==> src/rtl/molc_pkg.sv <==
// Package with types and constants shared by the occupancy light controller modules.
package molc_pkg;

    localparam int DETECTORS      = 2;
    localparam int CH_W           = (DETECTORS > 1) ? $clog2(DETECTORS) : 1;
    localparam int TICK_OVERFLOWS = 38;
    localparam int PERIOD_TICKS   = 240;
    localparam int BURST_SAMPLES  = 8;
    localparam int QDEPTH         = 4;
    localparam int QPTR_W         = $clog2(QDEPTH);
    localparam int CFG_IDX_W      = 3;
    localparam int CFG_DATA_W     = 13;

    localparam logic [7:0] LIGHTS_ALL = 8'hff;

    typedef enum logic [1:0] {
        OP_OVERFLOW = 2'd0,
        OP_SAMPLE   = 2'd1,
        OP_POLL     = 2'd2,
        OP_LIGHT    = 2'd3
    } op_t;

    localparam logic [CFG_IDX_W-1:0] REG_MOTION_THRESHOLD = 3'd0;
    localparam logic [CFG_IDX_W-1:0] REG_WARN_LENGTH      = 3'd1;
    localparam logic [CFG_IDX_W-1:0] REG_MIN_MOTION_TICKS = 3'd2;
    localparam logic [CFG_IDX_W-1:0] REG_IDLE_PERIODS     = 3'd3;
    localparam logic [CFG_IDX_W-1:0] REG_OFF_PERIODS      = 3'd4;

    typedef struct packed {
        logic [1:0] op;
        logic [9:0] sample;
        logic [7:0] light_value;
    } in_t;

    typedef struct packed {
        logic [7:0] light_pattern;
        logic       light_write;
        logic       status_report;
        logic       sampling_on;
        logic       channel;
        logic       last;
    } out_t;

    typedef struct packed {
        logic push;
        logic two;
        out_t first;
        out_t second;
    } res_t;

endpackage

==> src/rtl/molc_core.sv <==
// Controller state, configuration registers and the per-transaction update logic.
module molc_core (
    input  logic                            aclk,
    input  logic                            aresetn,
    input  logic                            cfg_wr_en,
    input  logic [molc_pkg::CFG_IDX_W-1:0]  cfg_index,
    input  logic [molc_pkg::CFG_DATA_W-1:0] cfg_wdata,
    input  logic                            item_go,
    input  molc_pkg::in_t                   item,
    output molc_pkg::res_t                  res
);
    import molc_pkg::*;

    logic [12:0] thr_reg;
    logic [7:0]  warn_len_reg;
    logic [7:0]  min_motion_reg;
    logic [7:0]  idle_per_reg;
    logic [7:0]  off_per_reg;

    logic [5:0]      ovf_reg, ovf_next;
    logic [7:0]      hsc_reg, hsc_next;
    logic [CH_W-1:0] ch_reg, ch_next;
    logic            samp_en_reg, samp_en_next;
    logic [3:0]      idx_reg, idx_next;
    logic [15:0]     cur_sum_reg [DETECTORS];
    logic [15:0]     cur_sum_next [DETECTORS];
    logic [15:0]     prev_sum_reg [DETECTORS];
    logic [15:0]     prev_sum_next [DETECTORS];
    logic [7:0]      motion_reg, motion_next;
    logic [7:0]      idle_reg, idle_next;
    logic            warn_reg, warn_next;
    logic [7:0]      lights_reg, lights_next;

    logic [5:0]  ovf_inc;
    logic [15:0] cur_sel;
    logic [15:0] prev_sel;
    logic [16:0] diff;
    logic [16:0] abs_diff;
    logic [8:0]  total;
    logic [7:0]  idle_inc;
    logic        have_a;
    logic        have_b;
    logic        status_b;
    logic [7:0]  lights_a;

    assign ovf_inc  = ovf_reg + 6'd1;
    assign cur_sel  = cur_sum_reg[ch_reg];
    assign prev_sel = prev_sum_reg[ch_reg];
    assign diff     = {1'b0, cur_sel} - {1'b0, prev_sel};
    assign abs_diff = diff[16] ? (17'd0 - diff) : diff;
    assign total    = {1'b0, idle_per_reg} + {1'b0, off_per_reg};
    assign idle_inc = (motion_reg >= min_motion_reg) ? 8'd0 : (idle_reg + 8'd1);

    always_comb begin
        ovf_next      = ovf_reg;
        hsc_next      = hsc_reg;
        ch_next       = ch_reg;
        samp_en_next  = samp_en_reg;
        idx_next      = idx_reg;
        cur_sum_next  = cur_sum_reg;
        prev_sum_next = prev_sum_reg;
        motion_next   = motion_reg;
        idle_next     = idle_reg;
        warn_next     = warn_reg;
        lights_next   = lights_reg;
        have_a        = 1'b0;
        have_b        = 1'b0;
        status_b      = 1'b0;
        lights_a      = lights_reg;
        case (op_t'(item.op))
            OP_OVERFLOW: begin
                if (ovf_inc >= 6'(TICK_OVERFLOWS)) begin
                    ovf_next     = 6'd0;
                    ch_next      = (ch_reg == CH_W'(DETECTORS - 1)) ? '0 : ch_reg + 1'b1;
                    samp_en_next = 1'b1;
                    hsc_next     = hsc_reg + 8'd1;
                end else begin
                    ovf_next = ovf_inc;
                end
            end
            OP_SAMPLE: begin
                if (samp_en_reg) begin
                    if (idx_reg == 4'd0) begin
                        idx_next = 4'd1;
                    end else if (idx_reg < 4'(BURST_SAMPLES)) begin
                        cur_sum_next[ch_reg] = cur_sel + {6'd0, item.sample};
                        idx_next = idx_reg + 4'd1;
                    end else begin
                        samp_en_next = 1'b0;
                        if ((abs_diff > {4'd0, thr_reg}) && (motion_reg != 8'hff)) begin
                            motion_next = motion_reg + 8'd1;
                        end
                        prev_sum_next[ch_reg] = cur_sel;
                        cur_sum_next[ch_reg]  = 16'd0;
                        idx_next = 4'd0;
                    end
                end
            end
            OP_POLL: begin
                if (warn_reg && (hsc_reg > warn_len_reg)) begin
                    lights_next = lights_reg ^ LIGHTS_ALL;
                    lights_a    = lights_next;
                    warn_next   = 1'b0;
                    have_a      = 1'b1;
                end
                if (hsc_reg >= 8'(PERIOD_TICKS)) begin
                    idle_next = idle_inc;
                    if ({1'b0, idle_inc} == total) begin
                        lights_next = 8'd0;
                        idle_next   = 8'(total + 9'd1);
                        have_b      = 1'b1;
                        status_b    = 1'b1;
                    end else if (idle_inc == idle_per_reg) begin
                        lights_next = lights_next ^ LIGHTS_ALL;
                        warn_next   = 1'b1;
                        have_b      = 1'b1;
                    end
                    motion_next = 8'd0;
                    hsc_next    = 8'd0;
                end
            end
            OP_LIGHT: begin
                lights_next = item.light_value;
            end
            default: begin
                lights_next = lights_reg;
            end
        endcase
    end

    always_comb begin
        res.push                 = item_go;
        res.two                  = have_a && have_b;
        res.first.light_pattern  = lights_next;
        res.first.light_write    = (op_t'(item.op) == OP_LIGHT) || have_a || have_b;
        res.first.status_report  = status_b && !have_a;
        res.first.sampling_on    = samp_en_next;
        res.first.channel        = ch_next[0];
        res.first.last           = !(have_a && have_b);
        if (have_a && have_b) begin
            res.first.light_pattern = lights_a;
        end
        res.second.light_pattern = lights_next;
        res.second.light_write   = 1'b1;
        res.second.status_report = status_b;
        res.second.sampling_on   = samp_en_next;
        res.second.channel       = ch_next[0];
        res.second.last          = 1'b1;
    end

    always_ff @(posedge aclk) begin
        if (!aresetn) begin
            thr_reg        <= 13'd32;
            warn_len_reg   <= 8'd10;
            min_motion_reg <= 8'd1;
            idle_per_reg   <= 8'd5;
            off_per_reg    <= 8'd5;
        end else if (cfg_wr_en) begin
            case (cfg_index)
                REG_MOTION_THRESHOLD: thr_reg        <= cfg_wdata;
                REG_WARN_LENGTH:      warn_len_reg   <= cfg_wdata[7:0];
                REG_MIN_MOTION_TICKS: min_motion_reg <= cfg_wdata[7:0];
                REG_IDLE_PERIODS:     idle_per_reg   <= cfg_wdata[7:0];
                REG_OFF_PERIODS:      off_per_reg    <= cfg_wdata[7:0];
                default: begin
                    thr_reg <= thr_reg;
                end
            endcase
        end
    end

    always_ff @(posedge aclk) begin
        if (!aresetn) begin
            ovf_reg     <= 6'd0;
            hsc_reg     <= 8'd0;
            ch_reg      <= '0;
            samp_en_reg <= 1'b0;
            idx_reg     <= 4'd0;
            motion_reg  <= 8'd0;
            idle_reg    <= 8'd0;
            warn_reg    <= 1'b0;
            lights_reg  <= 8'd0;
            for (int i = 0; i < DETECTORS; i++) begin
                cur_sum_reg[i]  <= 16'd0;
                prev_sum_reg[i] <= 16'd0;
            end
        end else if (item_go) begin
            ovf_reg      <= ovf_next;
            hsc_reg      <= hsc_next;
            ch_reg       <= ch_next;
            samp_en_reg  <= samp_en_next;
            idx_reg      <= idx_next;
            motion_reg   <= motion_next;
            idle_reg     <= idle_next;
            warn_reg     <= warn_next;
            lights_reg   <= lights_next;
            cur_sum_reg  <= cur_sum_next;
            prev_sum_reg <= prev_sum_next;
        end
    end

endmodule

==> src/rtl/molc_outq.sv <==
// Result queue that takes one or two results per transaction and drains one per cycle while m_ready is high.
module molc_outq (
    input  logic           aclk,
    input  logic           aresetn,
    input  molc_pkg::res_t res,
    output logic           has_room,
    output logic           m_valid,
    input  logic           m_ready,
    output molc_pkg::out_t m_data
);
    import molc_pkg::*;

    out_t              q_reg [QDEPTH];
    logic [QPTR_W-1:0] wr_ptr_reg, wr_ptr_next;
    logic [QPTR_W-1:0] rd_ptr_reg, rd_ptr_next;
    logic [QPTR_W:0]   cnt_reg, cnt_next;
    logic              pop;
    logic [QPTR_W:0]   push_n;

    assign pop      = m_valid && m_ready;
    assign m_valid  = (cnt_reg != '0);
    assign m_data   = q_reg[rd_ptr_reg];
    assign has_room = (cnt_reg <= (QPTR_W + 1)'(QDEPTH - 2));
    assign push_n   = !res.push ? '0 : (res.two ? (QPTR_W + 1)'(2) : (QPTR_W + 1)'(1));

    always_comb begin
        wr_ptr_next = wr_ptr_reg + QPTR_W'(push_n);
        rd_ptr_next = pop ? rd_ptr_reg + 1'b1 : rd_ptr_reg;
        cnt_next    = cnt_reg + push_n - (QPTR_W + 1)'(pop);
    end

    always_ff @(posedge aclk) begin
        if (res.push) begin
            q_reg[wr_ptr_reg] <= res.first;
            if (res.two) begin
                q_reg[wr_ptr_reg + 1'b1] <= res.second;
            end
        end
    end

    always_ff @(posedge aclk) begin
        if (!aresetn) begin
            wr_ptr_reg <= '0;
            rd_ptr_reg <= '0;
            cnt_reg    <= '0;
        end else begin
            wr_ptr_reg <= wr_ptr_next;
            rd_ptr_reg <= rd_ptr_next;
            cnt_reg    <= cnt_next;
        end
    end

endmodule

==> src/rtl/motion_occupancy_light_controller_core.sv <==
// Top level of the motion occupancy light controller with input register and result queue.
// An accepted transaction waits in the input register until the result queue has room, then
// the core processes it and writes its results into the queue, which drives m_valid.
// Throughput: one transaction per cycle while the result queue has room; the two results of a
// poll enter the four-entry result queue together, and the queue drains them one at a time.
module motion_occupancy_light_controller_core (
    input  logic                            aclk,
    input  logic                            aresetn,
    input  logic                            s_valid,
    output logic                            s_ready,
    input  molc_pkg::in_t                   s_data,
    output logic                            m_valid,
    input  logic                            m_ready,
    output molc_pkg::out_t                  m_data,
    input  logic                            cfg_wr_en,
    input  logic [molc_pkg::CFG_IDX_W-1:0]  cfg_index,
    input  logic [molc_pkg::CFG_DATA_W-1:0] cfg_wdata
);
    import molc_pkg::*;

    logic in_valid_reg;
    in_t  in_data_reg;
    logic has_room;
    logic item_go;
    res_t res;

    // Synchronous active-low aresetn clears all but the data registers and sets defaults.
    assign item_go = in_valid_reg && has_room;
    assign s_ready = !in_valid_reg || item_go;

    always_ff @(posedge aclk) begin
        if (!aresetn) begin
            in_valid_reg <= 1'b0;
        end else if (s_ready) begin
            in_valid_reg <= s_valid;
        end
    end

    always_ff @(posedge aclk) begin
        if (s_valid && s_ready) begin
            in_data_reg <= s_data;
        end
    end

    molc_core u_core (
        .aclk      (aclk),
        .aresetn   (aresetn),
        .cfg_wr_en (cfg_wr_en),
        .cfg_index (cfg_index),
        .cfg_wdata (cfg_wdata),
        .item_go   (item_go),
        .item      (in_data_reg),
        .res       (res)
    );

    molc_outq u_outq (
        .aclk     (aclk),
        .aresetn  (aresetn),
        .res      (res),
        .has_room (has_room),
        .m_valid  (m_valid),
        .m_ready  (m_ready),
        .m_data   (m_data)
    );

endmodule

==> config.mk <==
export PLATFORM = sky130hd
export DESIGN_NAME = motion_occupancy_light_controller_core
export DESIGN_NICKNAME = d
export VERILOG_FILES = /design/src/rtl/molc_pkg.sv /design/src/rtl/molc_core.sv /design/src/rtl/molc_outq.sv /design/src/rtl/motion_occupancy_light_controller_core.sv
export SDC_FILE = /design/constraint.sdc
export NUM_CORES = 1
export LEC_CHECK = 0
export BUFFER_PORTS_ARGS = -buffer_cell sky130_fd_sc_hd__clkbuf_2
export CAP_MARGIN = 30
export CORE_ASPECT_RATIO = 1.5
export CORE_UTILIZATION = 56
export CTS_BUF_LIST = sky130_fd_sc_hd__clkbuf_4 sky130_fd_sc_hd__clkbuf_8 sky130_fd_sc_hd__clkbuf_16
export DETAILED_ROUTE_END_ITERATION = 16
export GPL_ROUTABILITY_DRIVEN = 0
export MAX_ROUTING_LAYER = met4
export PLACE_DENSITY = 0.84
export SYNTH_ARGS = -nofsm -noshare
export SYNTH_HDL_FRONTEND = slang
export SYNTH_SLANG_ARGS = --single-unit
export TNS_END_PERCENT = 5
==> constraint.sdc <==
create_clock -name aclk -period 6.3 [get_ports aclk]
set_input_delay 0.315 -clock aclk [delete_from_list [all_inputs] [get_ports aclk]]
set_output_delay 0.315 -clock aclk [all_outputs]
set_load 0.01 [all_outputs]
==> results.py, run 1 <==
metrics = {
    "logic_synthesis": {
        "yosysMostFrequentCell": "nand2_1",
        "avgSynthCellArea_sq_um": 8.57,
        "synthArstFlopShare": 0,
        "synth_flop_cell": "dfxtp_1",
        "synth_seq_cells": 236,
        "syn_inst": 1626,
        "synth_top_family_by_area": "simple AND/OR/NAND/NOR gates",
        "yosys.area_share.adder": 0.0740,
        "ys_types": 78,
        "yosys.area.top_type_share": 0.247,
        "synth-edff-count": 64,
        "synth_xor_area_frac": 0.0454,
        "yosys-top-cells-area": "dfxtp_1 25%, edfxtp_1 14%, ha_1 6.8%, nand2_1 6.7%, a21oi_1 5.0%",
        "ys_warn_count": 0,
        "synth-compound-area-share": 0.181,
        "synth_mux_area_frac": 0.0677,
        "synth-seq-area-share": 0.385,
        "synth-simple-area-share": 0.206,
        "netlist_area_sq_um": 13900,
        "ys_top_cells_by_count": "247 x nand2_1, 172 x dfxtp_1, 144 x nor2_1, 138 x a21oi_1, 79 x nand3_1",
        "synth_top_area_cell": "dfxtp_1",
        "syn_nets": 1747,
    },
    "timing": {
        "hold_viol": 0,
        "finClkSkew_ns": 0.0274,
        "slew_violations": 0,
        "tns_ns": 0,
        "whs_ns": 0.0206,
        "slew_headroom": 0.349,
        "max_freq_ghz": 0.171,
        "setup_violations": 0,
        "period_share": 0.928,
        "tightest_slew_ns": 0.974,
        "rsz0062_at_grt": "false",
        "fin_crit_ns": 5.85,
        "setup_ws_ns": 0.455,
    },
    "final_layout": {
        "largest_reg_flops": 52,
        "fin_util": 0.633,
        "n_fill_cell": 1962,
        "design_area_sq_um": 15500,
        "final_nets": 1787,
        "layout-drive-gt1-share": 0.102,
        "finalNonFillerCells": 2007,
        "num_antenna_cells": 0,
        "syn_to_final_growth_pct": 11.0,
    },
    "power_and_ir_drop": {
        "power.total_mw": 3.62,
        "power_density_nw_per_um2": 234,
        "swShare": 0.263,
        "power.leakage_nw": 5.82,
        "peakVddDrop_v": 0.000223,
        "p_sw_mw": 0.951,
        "combPwrFrac": 0.141,
        "intPower_mw": 2.67,
        "clockPowerShare": 0.388,
        "seq_power_share": 0.471,
    },
    "outcome": {
        "status": "finished clean",
    },
    "die": {
        "die_h_um": 195,
        "coreArea_sq_um": 24400,
        "ios": 56,
        "rows": 70,
        "die_w_um": 131,
        "fp.dieArea_sq_um": 25500,
        "start_util": 0.570,
    },
    "grt": {
        "grt_pass1_wl_um": 57600,
        "grt_overflow": 0,
        "track_usage": 0.289,
        "grt_antenna_before_repair": 0,
        "grt_pass1_vias": 12200,
        "grt_max_degree": 83,
    },
    "worst_setup_path": {
        "start_kind": "register",
        "cp_slowest_stage_delay_ns": 0.66,
        "end_kind": "register",
        "required_ns": 6.66,
        "path_buf_inv": 2,
        "crit_path_top_delay_cell": "dfxtp_2",
        "arrival_ns": 6.21,
        "crit_type": "reg -> reg",
        "path_max_fanout": 25,
        "path_delay_family": "compound AO/OA/AOI/OAI gates",
        "path_cells": "buf_12, mux2_2, ha_1, a21o_1, a21oi_1, nand2_1, a32oi_1, nand2_1, a21o_1, a21oi_1, buf_4, nand2b_1, xor2_1, ha_1, a21o_1, a21o_1, a21oi_1, o21ai_0, a221o_1, o31ai_1, o31ai_1, o31ai_2, nand2b_1, a21oi_1",
    },
    "routing": {
        "drc": 0,
        "drt_pass1_iterations": 9,
        "vias_per_cell": 6.26,
        "wire_per_inst_um": 17.7,
        "via_count": 12600,
        "drt_wl_total_um": 35500,
        "drtAntennaViolNets": 0,
        "drt_first_iter_violations": 1088,
    },
    "cts": {
        "cts_buffers": 23,
        "cts-root-buf": "clkbuf_16",
        "htree_levels": 1,
        "clk_latency_ns": 0.54,
        "clockBufferDepth": 3,
        "path_clk_slew_ns": 0.07,
        "cts_tree": "done",
        "cts.sink_count": 236,
    },
    "hold_path": {
        "hold_path.class": "in -> reg",
    },
    "placement": {
        "place_inst": 1945,
        "dpl.hpwl_um": 25600,
        "place.port_buffers": 55,
        "placed_area_sq_um": 14500,
        "dp_slack_ns": 0.504,
    },
    "job": {
        "maxCapViolations": 0,
    },
}
[worst reg2reg max path: stages (launching register included)]
cell      delay (ns)
dfxtp_2         0.66
buf_12          0.27
mux2_2          0.38
ha_1            0.38
a21o_1          0.21
a21oi_1         0.29
nand2_1         0.14
a32oi_1         0.17
nand2_1         0.10
a21o_1          0.20
a21oi_1         0.16
buf_4           0.19
nand2b_1        0.08
xor2_1          0.14
ha_1            0.32
a21o_1          0.18
a21o_1          0.17
a21oi_1         0.15
o21ai_0         0.12
a221o_1         0.35
o31ai_1         0.07
o31ai_1         0.18
o31ai_2         0.52
nand2b_1        0.17
a21oi_1         0.06
[power groups by stage]
stage                     Sequential [mW]  Clock (mW)  Combinational (mW)
after detailed placement             1.74           0               0.497
after CTS                            1.71        1.43               0.511
after global placement               1.73           0               0.469
after global routing                 1.72        1.48               0.572
after floorplan                      1.70           0               0.370
final                                1.71        1.40               0.512
[logic make-up after synthesis]
| kind of cell | count (synthesis) |
|---|---|
| and+or+nand+nor | 624 |
| AOI/OAI and AO/OA | 397 |
| DFF | 236 |
| xor gates and xnor gates | 69 |
| buffers and inverters | 144 |
| adders and majority gates | 80 |
| muxes | 76 |
[final cells by class]
class,count,area [sq um],area share
Multi-Input combinational cell,1246,8020,0.519
Sequential cell,236,5370,0.347
Clock buffer,31,653,0.0423
Timing Repair Buffer,92,647,0.0418
Tap cell,324,405,0.0262
Inverter,67,254,0.0164
Clock inverter,11,113,0.00728
[placed cells by master (no fill, tap or decap), types with 17 or more instances in the layout]
cell type / n
o21ai_0: 45
nand2_1: 247
inv_1: 66
nor3_1: 23
dfxtp_1: 171
clkbuf_2: 55
nand3_1: 79
edfxtp_1: 64
and3_1: 17
ha_1: 76
clkbuf_16: 24
xor2_1: 23
xnor2_1: 44
mux2i_1: 49
nor2_1: 143
a21oi_1: 138
a22oi_1: 19
dlygate4sd3_1: 20
a21o_1: 26
a31oi_1: 44
[what timing repair did]
action	4_1_cts	5_1_grt
setup buffers	0	0
hold buffers	20	0
gates resized for setup	0	1
hold endpoints to repair	20	0
endpoints found under the setup margin	0	1
[metal layers]
layer	vias to the layer above	share of wire	track usage
met1	5894	0.36	0.292
met3	195	0.053	0.0342
met4	0	0.065	0.191
met5	-	0	-
met2	523	0.52	0.513
li1	5954	-	-
[path summary, 6_finish.rpt]
check	start	endpoint	slack, ns	cells past startpoint
min	cfg_wdata[8]	u_core.thr_reg[8]	0.02	3
max reg2reg	u_core.ch_reg	u_core.motion_reg[0]	0.45	24
max	u_core.ch_reg	u_core.motion_reg[0]	0.45	24
min reg2reg	u_core.prev_sum_reg[0]	u_core.prev_sum_reg[0]	0.45	2
No activity file was read; power rests on OpenSTA's default activity.
==> run 2, diff against run 1 <==
--- a/config.mk
+++ b/config.mk
@@ -8,12 +8,13 @@
 export BUFFER_PORTS_ARGS = -buffer_cell sky130_fd_sc_hd__clkbuf_2
 export CAP_MARGIN = 30
 export CORE_ASPECT_RATIO = 1.5
-export CORE_UTILIZATION = 56
+export CORE_UTILIZATION = 45
 export CTS_BUF_LIST = sky130_fd_sc_hd__clkbuf_4 sky130_fd_sc_hd__clkbuf_8 sky130_fd_sc_hd__clkbuf_16
 export DETAILED_ROUTE_END_ITERATION = 16
 export GPL_ROUTABILITY_DRIVEN = 0
+export GPL_TIMING_DRIVEN = 1
 export MAX_ROUTING_LAYER = met4
-export PLACE_DENSITY = 0.84
+export PLACE_DENSITY = 0.72
 export SYNTH_ARGS = -nofsm -noshare
 export SYNTH_HDL_FRONTEND = slang
 export SYNTH_SLANG_ARGS = --single-unit
==> results.py, run 2 (synthesis results as in run 1) <==
metrics = {
    "power_and_ir_drop": {
        "peakVddDrop_v": 0.000234,
        "power.total_mw": 3.69,
        "power.leakage_nw": 5.84,
        "power_density_nw_per_um2": 237,
    },
    "routing": {
        "drtAntennaViolNets": 0,
        "drt_first_iter_violations": 798,
        "wire_per_inst_um": 17.5,
        "drc": 0,
        "drt_pass1_iterations": 5,
        "vias_per_cell": 5.81,
        "drt_wl_total_um": 36500,
        "via_count": 12100,
    },
    "timing": {
        "max_freq_ghz": 0.176,
        "finClkSkew_ns": 0.0285,
        "slew_headroom": 0.284,
        "fin_crit_ns": 5.68,
        "setup_violations": 0,
        "slew_violations": 0,
        "whs_ns": 0.0144,
        "hold_viol": 0,
        "tns_ns": 0,
        "period_share": 0.901,
        "rsz0062_at_grt": "false",
        "tightest_slew_ns": 1.04,
    },
    "job": {
        "maxCapViolations": 0,
    },
    "die": {
        "ios": 56,
        "start_util": 0.459,
        "die_h_um": 217,
        "die_w_um": 146,
        "fp.dieArea_sq_um": 31700,
        "coreArea_sq_um": 30400,
        "rows": 78,
    },
    "final_layout": {
        "final_nets": 1792,
        "final_cell_mix": "247 x nand2_1, 171 x dfxtp_1, 143 x nor2_1",
        "n_fill_cell": 2798,
        "syn_to_final_growth_pct": 12.0,
        "largest_reg_flops": 52,
        "fin_util": 0.514,
        "multiInputGateArea_sq_um": 8010,
        "mostFrequentLayoutCell": "nand2_1",
        "regArea_sq_um": 5370,
        "layout-drive-gt1-share": 0.103,
        "num_antenna_cells": 0,
        "finalNonFillerCells": 2089,
    },
    "outcome": {
        "status": "finished clean",
    },
    "cts": {
        "htree_levels": 1,
        "cts-root-buf": "clkbuf_16",
        "cts_tree": "done",
        "clockBufferDepth": 3,
        "path_clk_slew_ns": 0.07,
        "cts.sink_count": 236,
        "clk_latency_ns": 0.55,
        "cts_buffers": 25,
    },
    "worst_setup_path": {
        "end_kind": "register",
        "arrival_ns": 6.12,
        "ff2ff_setup_slack_ns": 0.62,
        "start_kind": "register",
        "required_ns": 6.74,
        "path_max_fanout": 26,
        "crit_type": "reg -> reg",
        "reg2reg_from": "u_core.ch_reg",
        "reg2reg_to": "u_core.motion_reg[7]",
        "reg2reg_depth": 19,
    },
    "hold_path": {
        "hp-start": "cfg_wdata[12]",
        "hold_depth": 3,
        "hold_path.class": "in -> reg",
        "holdPathEnd": "u_core.thr_reg[12]",
    },
    "grt": {
        "track_usage": 0.239,
        "grt_pass1_wl_um": 59700,
        "grt_antenna_before_repair": 0,
        "grt_max_degree": 84,
        "grt_overflow": 0,
        "grt_pass1_vias": 12100,
    },
    "placement": {
        "place.port_buffers": 55,
        "place_inst": 2022,
        "dpl.hpwl_um": 26100,
    },
}
-- run 2: report_power, final --
group,switching (mW),internal [mW],leakage [nW],total (mW)
Sequential,0.0663,1.64,1.98,1.70
Clock,0.629,0.829,0.393,1.46
Combinational,0.299,0.233,3.47,0.532
-- run 2: worst max-delay path by stage --
stage,startpoint,to,slack (ns),cells past startpoint
6_report,u_core.ch_reg,u_core.motion_reg[7],0.62,19
5_1_grt,u_core.ch_reg,u_core.motion_reg[7],0.18,19
4_1_cts,u_core.ch_reg,u_core.motion_reg[7],0.42,19
3_5_place_dp,u_core.ch_reg,u_core.motion_reg[5],0.46,19
3_3_place_gp,u_core.ch_reg,u_core.motion_reg[5],0.68,23
2_1_floorplan,u_core.ch_reg,u_core.motion_reg[5],0.16,26
-- run 2: critical path, stage by stage, from the launching register on --
cell and delay (ns):
dfxtp_4 0.60, buf_4 0.23, mux2_2 0.37, ha_1 0.38
a21oi_1 0.28, nand2_1 0.15, xnor2_1 0.30, nand3b_1 0.21
or4_1 0.57, o21ai_0 0.21, xor2_1 0.18, ha_1 0.26
a21o_1 0.16, a21o_1 0.17, a221o_1 0.28, o31ai_1 0.07
o31ai_1 0.17, nor4_1 0.60, o31ai_1 0.18, a21oi_1 0.17
-- run 2: layout make-up --
type / instances / area share
sequential: 236 / 0.344
timing repair buffer: 95 / 0.0417
tap: 400 / 0.0321
multi-input combinational: 1246 / 0.514
inverter: 67 / 0.0163
clock buffer: 31 / 0.0445
clock inverter: 14 / 0.00730
-- run 2: repair_timing --
action                     in CTS  in global routing
setup buffers                   0                  0
setup endpoints to repair       0                  2
hold buffers                   22                  0
hold endpoints to repair       22                  0
resized for setup               0                  1
-- run 2: stage by stage --
step / instance area (sq um) / setup slack [ns]
after floorplan: 13900 / 0.163
after global placement: 14500 / 0.680
after detailed placement: 14600 / 0.460
after CTS: 15600 / 0.418
after global routing: 15600 / 0.181
final: 15600 / 0.623
-- run 2: layer usage --
metal	GRT usage	share of wire	up-vias
li1	-	-	5951
met4	0.124	0.041	0
met2	0.446	0.53	362
met3	0.0243	0.045	99
met5	-	0	-
met1	0.246	0.38	5720
==> run 3, diff against run 2 <==
==> constraint.sdc (replaced) <==
create_clock -name aclk -period 6.3 [get_ports aclk]
set_input_delay 0.945 -clock aclk [delete_from_list [all_inputs] [get_ports aclk]]
set_output_delay 0.945 -clock aclk [all_outputs]
set_load 0.01 [all_outputs]
==> results.py, run 3 (synthesis results as in run 1) <==
metrics = {
    "grt": {
        "use_met3": 0.0249,
        "grt_max_degree": 84,
        "track_usage": 0.238,
        "grt_pass1_vias": 12000,
        "grt_pass1_wl_um": 59500,
        "grt_overflow": 0,
        "globalRouteMet2Util": 0.444,
        "grt.busiest_layer": "met2",
        "globalRouteMet1Util": 0.246,
        "grt_antenna_before_repair": 0,
    },
    "routing": {
        "drt_pass1_iterations": 7,
        "wire_per_inst_um": 17.6,
        "drc": 0,
        "drt_wl_total_um": 36400,
        "vias_per_cell": 5.85,
        "drtAntennaViolNets": 0,
        "drt_first_iter_violations": 758,
        "via_count": 12100,
    },
    "timing": {
        "rsz0062_at_grt": "false",
        "max_freq_ghz": 0.175,
        "slew_violations": 0,
        "period_share": 0.907,
        "tns_ns": 0,
        "slew_headroom": 0.283,
        "tightest_slew_ns": 1.07,
        "setup_violations": 0,
        "setup_ws_ns": 0.587,
        "whs_ns": 0.455,
        "hold_viol": 0,
        "fin_crit_ns": 5.71,
        "finClkSkew_ns": 0.0270,
    },
    "worst_setup_path": {
        "required_ns": 6.74,
        "start_kind": "register",
        "end_kind": "register",
        "path_max_fanout": 26,
        "crit_type": "reg -> reg",
        "arrival_ns": 6.16,
    },
    "job": {
        "maxCapViolations": 0,
    },
    "hold_path": {
        "hold_path.class": "reg -> reg",
    },
    "final_layout": {
        "final_cell_mix": "247 x nand2_1, 171 x dfxtp_1, 143 x nor2_1",
        "final_nets": 1770,
        "mostFrequentLayoutCell": "nand2_1",
        "syn_to_final_growth_pct": 10.4,
        "finalNonFillerCells": 2067,
        "num_antenna_cells": 0,
        "n_fill_cell": 2811,
        "layout-drive-gt1-share": 0.104,
        "largest_reg_flops": 52,
    },
    "placement": {
        "dpl.hpwl_um": 26100,
        "place_inst": 2022,
        "place.port_buffers": 55,
        "dp_slack_ns": 0.460,
    },
    "die": {
        "coreArea_sq_um": 30400,
        "die_w_um": 146,
        "rows": 78,
        "start_util": 0.459,
        "die_h_um": 217,
        "fp.dieArea_sq_um": 31700,
        "ios": 56,
    },
    "cts": {
        "cts_hold_buf": 0,
        "cts.sink_count": 236,
        "htree_levels": 1,
        "cts_setup_buffers": 0,
        "cts-root-buf": "clkbuf_16",
        "clockBufferDepth": 3,
        "cts_tree": "done",
        "cts_buffers": 25,
        "path_clk_slew_ns": 0.07,
        "clk_latency_ns": 0.55,
    },
    "power_and_ir_drop": {
        "power_density_nw_per_um2": 239,
        "peakVddDrop_v": 0.000234,
        "power.leakage_nw": 5.74,
    },
    "outcome": {
        "status": "finished clean",
    },
}
==> run 3: changes by cell type in the layout (fill, tap and decap cells not counted), sizes merged <==
cell | before | now
dlygate4sd3 | 22 | 0
==> run 3: layer usage <==
metal / up-vias / part of all wire
li1: 5909 / -
met1: 5735 / 0.38
met2: 349 / 0.53
met3: 95 / 0.045
met4: 0 / 0.039
met5: - / 0
==> run 3: layout make-up <==
type                    instances  area (sq um)  area share
well taps                     400           500      0.0325
multi-input cells            1246          8010       0.521
clock inverters                14           114     0.00740
repair buffers                 73           430      0.0280
flip-flops and latches        236          5370       0.349
clock buffers                  31           694      0.0452
inverters                      67           254      0.0165
==> run 3: worst paths after layout <==
| kind | startpoint | end | slack (ns) | cells after the start |
|---|---|---|---|---|
| hold / removal | u_core.cur_sum_reg[26] | u_core.cur_sum_reg[26] | 0.45 | 2 |
| hold reg to reg | u_core.cur_sum_reg[26] | u_core.cur_sum_reg[26] | 0.45 | 2 |
| setup reg to reg | u_core.ch_reg | u_core.motion_reg[7] | 0.59 | 19 |
| setup / recovery | u_core.ch_reg | u_core.motion_reg[7] | 0.59 | 19 |
==> run 3: what timing repair did <==
action                                 CTS  global route
setup endpoints to repair                0             2
endpoints found under the hold margin    0             0
gates resized for setup                  0             1
==> run 3: stage by stage <==
step	instance area, sq um	power, mW	util
after floorplan	13900	2.07	-
after global placement	14500	2.22	0.479
after detailed placement	14600	2.25	0.480
after CTS	15400	3.71	0.507
after global routing	15400	3.82	0.507
final	15400	3.68	0.507
==> run 3: where the power goes <==
group,switching (mW),leakage (nW),internal (mW)
sequential,0.0670,1.98,1.64
clock,0.629,0.393,0.829
combinational,0.297,3.38,0.224
==> run 3: worst max-delay path, stage by stage, from the launching register on <==
cell      delay [ns]
dfxtp_4         0.60
buf_4           0.23
mux2_2          0.38
ha_1            0.39
a21oi_1         0.28
nand2_1         0.15
xnor2_1         0.30
nand3b_1        0.22
or4_1           0.57
o21ai_0         0.21
xor2_1          0.18
ha_1            0.26
a21o_1          0.16
a21o_1          0.17
a221o_1         0.28
o31ai_1         0.07
o31ai_1         0.17
nor4_1          0.61
o31ai_1         0.18
a21oi_1         0.17
